File: src/apc_pkg.sv
// Shared types and constants for the APDU response checker.
package apc_pkg;

    localparam int BYTE_W    = 8;
    localparam int CRC_W     = 16;
    localparam int PLEN_W    = 9;
    localparam int CFG_IDX_W = 8;
    localparam int CFG_DAT_W = 16;

    localparam logic [CRC_W-1:0]  CRC_INIT      = 16'hFFFF;
    localparam logic [CRC_W-1:0]  CRC_POLY_RST  = 16'h1021;
    localparam logic [BYTE_W-1:0] SW1_MORE_DATA = 8'h9F;
    localparam logic [BYTE_W-1:0] SW1_OK        = 8'h90;
    localparam logic [BYTE_W-1:0] SW2_OK        = 8'h00;

    // Configuration register indexes.
    localparam logic [CFG_IDX_W-1:0] CFG_CRC_POLY   = 8'd0;
    localparam logic [CFG_IDX_W-1:0] CFG_CRC_ENABLE = 8'd1;

    typedef enum logic [2:0] {
        VERDICT_OK         = 3'd0,
        VERDICT_LEN_ERR    = 3'd1,
        VERDICT_GET_RESP   = 3'd2,
        VERDICT_STATUS_ERR = 3'd3,
        VERDICT_CRC_ERR    = 3'd4,
        VERDICT_RETRY_EXH  = 3'd5
    } t_verdict;

    typedef struct packed {
        logic [CRC_W-1:0] crc_poly;
        logic             crc_check_enable;
    } t_cfg;

    typedef struct packed {
        logic [BYTE_W-1:0] get_response_len;
        logic [PLEN_W-1:0] payload_len;
        t_verdict          verdict;
    } t_result;

endpackage

File: src/apc_crc16.sv
// Byte-wide MSB-first CRC-16 update with a programmable polynomial.
module apc_crc16 (
    input  logic [apc_pkg::CRC_W-1:0]  i_crc,
    input  logic [apc_pkg::BYTE_W-1:0] i_byte,
    input  logic [apc_pkg::CRC_W-1:0]  i_poly,
    output logic [apc_pkg::CRC_W-1:0]  o_crc
);

    always_comb begin
        logic [apc_pkg::CRC_W-1:0] c;
        c = i_crc ^ {i_byte, 8'h00};
        for (int k = 0; k < apc_pkg::BYTE_W; k++) begin
            if (c[apc_pkg::CRC_W-1]) begin
                c = {c[apc_pkg::CRC_W-2:0], 1'b0} ^ i_poly;
            end else begin
                c = {c[apc_pkg::CRC_W-2:0], 1'b0};
            end
        end
        o_crc = c;
    end

endmodule

File: src/apc_frame.sv
// Per-response state (count, delay line, CRC, pending flag) and verdict logic.
module apc_frame #(
    parameter int MAX_PAYLOAD = 256
) (
    input  logic                       i_clk,
    input  logic                       i_rst_n,
    input  logic                       i_en,
    input  logic [apc_pkg::BYTE_W-1:0] i_byte,
    input  logic                       i_last,
    input  apc_pkg::t_cfg              i_cfg,
    output logic                       o_res_we,
    output apc_pkg::t_result           o_res
);

    localparam int CntSat = MAX_PAYLOAD + 3;
    localparam int CW     = $clog2(CntSat + 1);

    logic [CW-1:0]                 r_count;
    logic [apc_pkg::BYTE_W-1:0]    r_tail [4];
    logic [apc_pkg::CRC_W-1:0]     r_crc;
    logic                          r_pending;

    logic [CW-1:0]                 n_count;
    logic [apc_pkg::CRC_W-1:0]     n_crc;
    logic                          n_pending;
    logic [apc_pkg::CRC_W-1:0]     w_crc_fed;
    logic [apc_pkg::CRC_W-1:0]     w_fin;
    logic [CW-1:0]                 w_n_minus2;
    logic [CW+apc_pkg::PLEN_W-1:0] w_plen_ext;

    // The byte leaving the delay line is the oldest one still ahead of the CRC bytes.
    apc_crc16 u_crc (
        .i_crc  (r_crc),
        .i_byte (r_tail[3]),
        .i_poly (i_cfg.crc_poly),
        .o_crc  (w_crc_fed)
    );

    always_comb begin
        n_count    = (r_count < CW'(CntSat)) ? r_count + CW'(1) : r_count;
        n_crc      = (r_count >= CW'(4)) ? w_crc_fed : r_crc;
        w_fin      = ~n_crc;
        w_n_minus2 = n_count - CW'(2);
        w_plen_ext = {{apc_pkg::PLEN_W{1'b0}}, w_n_minus2};

        n_pending              = 1'b0;
        o_res.verdict          = apc_pkg::VERDICT_OK;
        o_res.payload_len      = '0;
        o_res.get_response_len = '0;

        // SW1 is the previous byte, SW2 the current one; the CRC bytes sit just before.
        if (n_count < CW'(2) || n_count > CW'(MAX_PAYLOAD + 2)) begin
            o_res.verdict = apc_pkg::VERDICT_LEN_ERR;
        end else if (n_count == CW'(2) && r_tail[0] == apc_pkg::SW1_MORE_DATA) begin
            if (r_pending) begin
                o_res.verdict = apc_pkg::VERDICT_RETRY_EXH;
            end else begin
                o_res.verdict          = apc_pkg::VERDICT_GET_RESP;
                o_res.get_response_len = i_byte;
                n_pending              = 1'b1;
            end
        end else if (r_tail[0] == apc_pkg::SW1_OK && i_byte == apc_pkg::SW2_OK) begin
            if (i_cfg.crc_check_enable &&
                (n_count < CW'(4) || r_tail[2] != w_fin[15:8] ||
                 r_tail[1] != w_fin[7:0])) begin
                o_res.verdict = apc_pkg::VERDICT_CRC_ERR;
            end else begin
                o_res.payload_len = w_plen_ext[apc_pkg::PLEN_W-1:0];
            end
        end else begin
            o_res.verdict = apc_pkg::VERDICT_STATUS_ERR;
        end
    end

    assign o_res_we = i_en && i_last;

    always_ff @(posedge i_clk) begin
        if (!i_rst_n) begin
            r_count   <= '0;
            r_crc     <= apc_pkg::CRC_INIT;
            r_pending <= 1'b0;
        end else if (i_en) begin
            if (i_last) begin
                r_count   <= '0;
                r_crc     <= apc_pkg::CRC_INIT;
                r_pending <= n_pending;
            end else begin
                r_count <= n_count;
                r_crc   <= n_crc;
            end
        end
    end

    always_ff @(posedge i_clk) begin
        if (i_en) begin
            r_tail[3] <= r_tail[2];
            r_tail[2] <= r_tail[1];
            r_tail[1] <= r_tail[0];
            r_tail[0] <= i_byte;
        end
    end

`ifndef SYNTHESIS
    a_count_sat: assert property (@(posedge i_clk) disable iff (!i_rst_n)
        r_count <= CW'(CntSat))
        else $error("byte count above saturation value");

    a_clear_on_last: assert property (@(posedge i_clk) disable iff (!i_rst_n)
        o_res_we |=> (r_count == '0 && r_crc == apc_pkg::CRC_INIT))
        else $error("frame state not cleared after last byte");

    a_plen_only_ok: assert property (@(posedge i_clk) disable iff (!i_rst_n)
        (o_res_we && o_res.verdict != apc_pkg::VERDICT_OK) |-> o_res.payload_len == '0)
        else $error("payload length reported on a failing verdict");

    a_retry_needs_pending: assert property (@(posedge i_clk) disable iff (!i_rst_n)
        (o_res_we && o_res.verdict == apc_pkg::VERDICT_RETRY_EXH) |-> r_pending)
        else $error("retries exhausted without a pending GET RESPONSE");
`endif

endmodule
File: config.mk
export PLATFORM = sky130hd
export DESIGN_NAME = apc_frame
export DESIGN_NICKNAME = d
export VERILOG_FILES = /design/src/apc_pkg.sv /design/src/apc_crc16.sv /design/src/apc_frame.sv
export SDC_FILE = /design/constraint.sdc
export NUM_CORES = 1
export LEC_CHECK = 0
export ABC_CLOCK_PERIOD_IN_PS = 12300
export BUFFER_PORTS_ARGS = -buffer_cell sky130_fd_sc_hd__buf_2
export CORE_ASPECT_RATIO = 0.6
export CORE_MARGIN = 2
export CORE_UTILIZATION = 30
export CTS_BUF_LIST = sky130_fd_sc_hd__clkbuf_8
export DETAILED_ROUTE_END_ITERATION = 10
export HOLD_SLACK_MARGIN = 0.03
export PLACE_DENSITY_LB_ADDON = 0.25
export SYNTH_ARGS = -nofsm -noshare
export SYNTH_HDL_FRONTEND = slang
export SYNTH_SLANG_ARGS = --single-unit
File: constraint.sdc
create_clock -name i_clk -period 12.3 [get_ports i_clk]
set_clock_uncertainty 0.1 [all_clocks]
set_input_delay 0 -clock i_clk [delete_from_list [all_inputs] [get_ports i_clk]]
set_output_delay 0 -clock i_clk [all_outputs]
set_load 0.05 [all_outputs]
==> impl_results.md <==
* Largest net degree at the start of global routing at 57
* Antenna violations before repair at 0
* Cell Rows at 44
* Net Count, Synth at 979
* Asr flop ratio synth at 0
* Netlist Area Pre-Place at 7280 sq um
* Initial Util at 0.303
* Share of cells above drive strength 1 at 0.134
* CP Class: reg2out
* Die height at 125 um
* DR pass1 iterations at 6
* Register area share after synthesis at 0.204
* Overall routed net length at 27.8 mm
* Final Power at 0.00104 W
* Post-synthesis area per instance at 7.69 sq um
* Worst VDD drop at 0.0618 mV
* Root Buffer: clkbuf_8
* IO Count at 50
* Hold Path Class: in2reg
* Unrepaired setup endpoints after global routing: false
* Core Box Area at 24000 sq um
* Grt ovf at 0
* Htree depth at 3
* Post-synth top area share at 0.132
* Critical Path AT at 7.78 ns
* Worst Max-Slew Pin Slew at 1.03 ns
* Minimum clock period at 7.88 ns
* Number of synthesized flops with an enable pin at 32
* Most frequent cells in the layout: nand2_1, nor2_1, xnor2_1
* ANT nets after route at 0
* Worst Path Required at 12.20 ns
* First-pass GRT wire length at 43.0 mm
* Post-Synthesis Cells at 946
* Pins Over Slew Limit at 0
* Area of the multi-input gates at 5330 sq um
* Post-CTS Hold Buffers at 9
* Die Wd at 205 um
* Worst Path Max Fanout at 22
* Final #Nets at 985
* Sink Count at 58
* Via density per instance at 5.95
* GRT Resource Usage Total at 0.217
* Placer Congestion at 0.962
* Detailed Place HPWL at 20.9 mm
* Yosys Warn Count at 0
* Total Neg Setup Slack at 0 ns
* Clock transition at the registers of the reported paths at 0.07 ns
* Vias at 7606
* Most common cell after layout, fill and taps aside: nand2_1
* Reg area at 1480 sq um
* Status: finished clean
* CTS tree: built
* FILL cells at 2612
* DRC at 0
* Post-cts sizing count at 0
* Final setup viols at 0
* Vias in the first global route at 6953
* Max Cap Viol at 0
* Final worst-path cycle share at 0.641
* #FFs+latches synth at 58
* Iteration-0 DRC Markers at 916
* Area growth syn-to-layout at 10.1%
* Synth area leaders: edfxtp_1, xnor2_1, dfxtp_1
* Clk Latency, worst-skew pair at 0.33 ns
* Antenna diode count at 0
* Die ar. at 25600 sq um
* CTS Buf Count at 9
* Worst rel slew slack at 0.308
* Pwr per Cell Area at 130 nW/um^2
* CP startpoint kind: flip-flop
* Input/output buffers at 49
* Crit end category: output pin
* Leading area contributor after synthesis: edfxtp_1
* CTS Buffer Depth at 2
* Ys flop type: edfxtp_1
* Setup Fix Bufs, Post-CTS at 0
* Count of cell types in the netlist at 94
* Hold Vio Cnt, Final at 0
* Wire length per cell at 21.8 um
* Leakage at 2.92 nW
* Fmax at 127 MHz
==> final timing paths <==
check,from,endpoint,slack [ns],depth (start not counted)
setup / recovery,r_tail[3][7],o_res[6],4.42,18
hold / removal,i_last,r_count[0],0.05,4
setup reg to reg,r_tail[3][7],r_crc[13],6.28,13
hold reg to reg,r_tail[0][4],r_tail[1][4],0.35,0
==> power breakdown <==
| group | switching [W] | internal (W) |
|---|---|---|
| registers | 0.00000873 | 0.000213 |
| logic | 0.000396 | 0.000232 |
| clock network | 0.0000794 | 0.000114 |
==> per-layer routing <==
metal / track usage / routed length [um] / up-vias / share of wire
li1: - / - / 3550 / -
met1: 0.357 / 14200 / 3582 / 0.51
met2: 0.265 / 9880 / 452 / 0.35
met3: 0.0740 / 3480 / 22 / 0.13
met4: 0.0229 / 252 / 0 / 0.0091
met5: 0 / 0 / - / 0
==> area by class of cell <==
type,count,area share
clock buffers,9,0.0155
clock inverters,7,0.0115
inverters,30,0.0140
multi-input cells,776,0.664
flip-flops and latches,58,0.185
well taps,322,0.0503
repair buffers,77,0.0596
==> kinds of logic after synthesis <==
| kind of cell | Yosys count | synth area share |
|---|---|---|
| flip-flops | 58 | 0.204 |
| XOR/XNOR | 114 | 0.159 |
| multiplexers | 18 | 0.0285 |
| AO/OA/AOI/OAI | 307 | 0.309 |
| buffers and inverters | 112 | 0.0648 |
| adder cells (fa/ha/maj) | 4 | 0.00688 |
| AND/OR/NAND/NOR | 333 | 0.229 |
==> per-stage QoR <==
step	setup slack (ns)	cell area, sq um	hold slack [ns]	std cells	util
finish	4.42	8020	0.0515	1279	0.334
global route	4.09	8020	0.0481	1279	0.334
CTS	4.54	8020	0.0316	1279	0.334
detailed placement	4.94	7710	0.106	1254	0.321
global placement	5.04	7710	0.103	1254	0.321
floorplan	6.57	7280	-0.00113	946	-
==> registers in the layout, indices dropped and copies added (netlist names) <==
name,count
r_tail,32
r_count,9
r_crc,16
r_pending,1
==> cell usage after synthesis, drive strengths merged, types with 9 or more instances <==
master   count
o211ai      32
o22ai       10
xor2        22
o21ai       60
a21oi       53
nor4        14
dfxtp       26
nor2        81
buf         29
xnor2       84
clkbuf      53
mux2i       12
edfxtp      32
o311ai      14
a2111oi      9
a211oi      20
inv         26
nor3        31
nand2       95
o21a         9
o2111ai      9
and2        19
nand3       34
==> worst max-delay path, cell delays in order, from the launching register on <==
cell       delay (ns)
edfxtp_1         0.44
xnor2_2          0.15
buf_4            0.25
xnor2_2          0.71
mux2_1           0.40
or3_1            0.38
o211ai_2         0.61
mux2_4           0.37
a21oi_2          0.61
o32ai_1          0.25
o31a_1           0.47
or2_1            0.47
a2111oi_4        0.44
o32ai_1          0.13
or4b_4           0.56
o41ai_4          0.39
a21oi_2          0.26
nor3_2           0.22
buf_2            0.29
No activity file was read; power rests on OpenSTA's default activity.
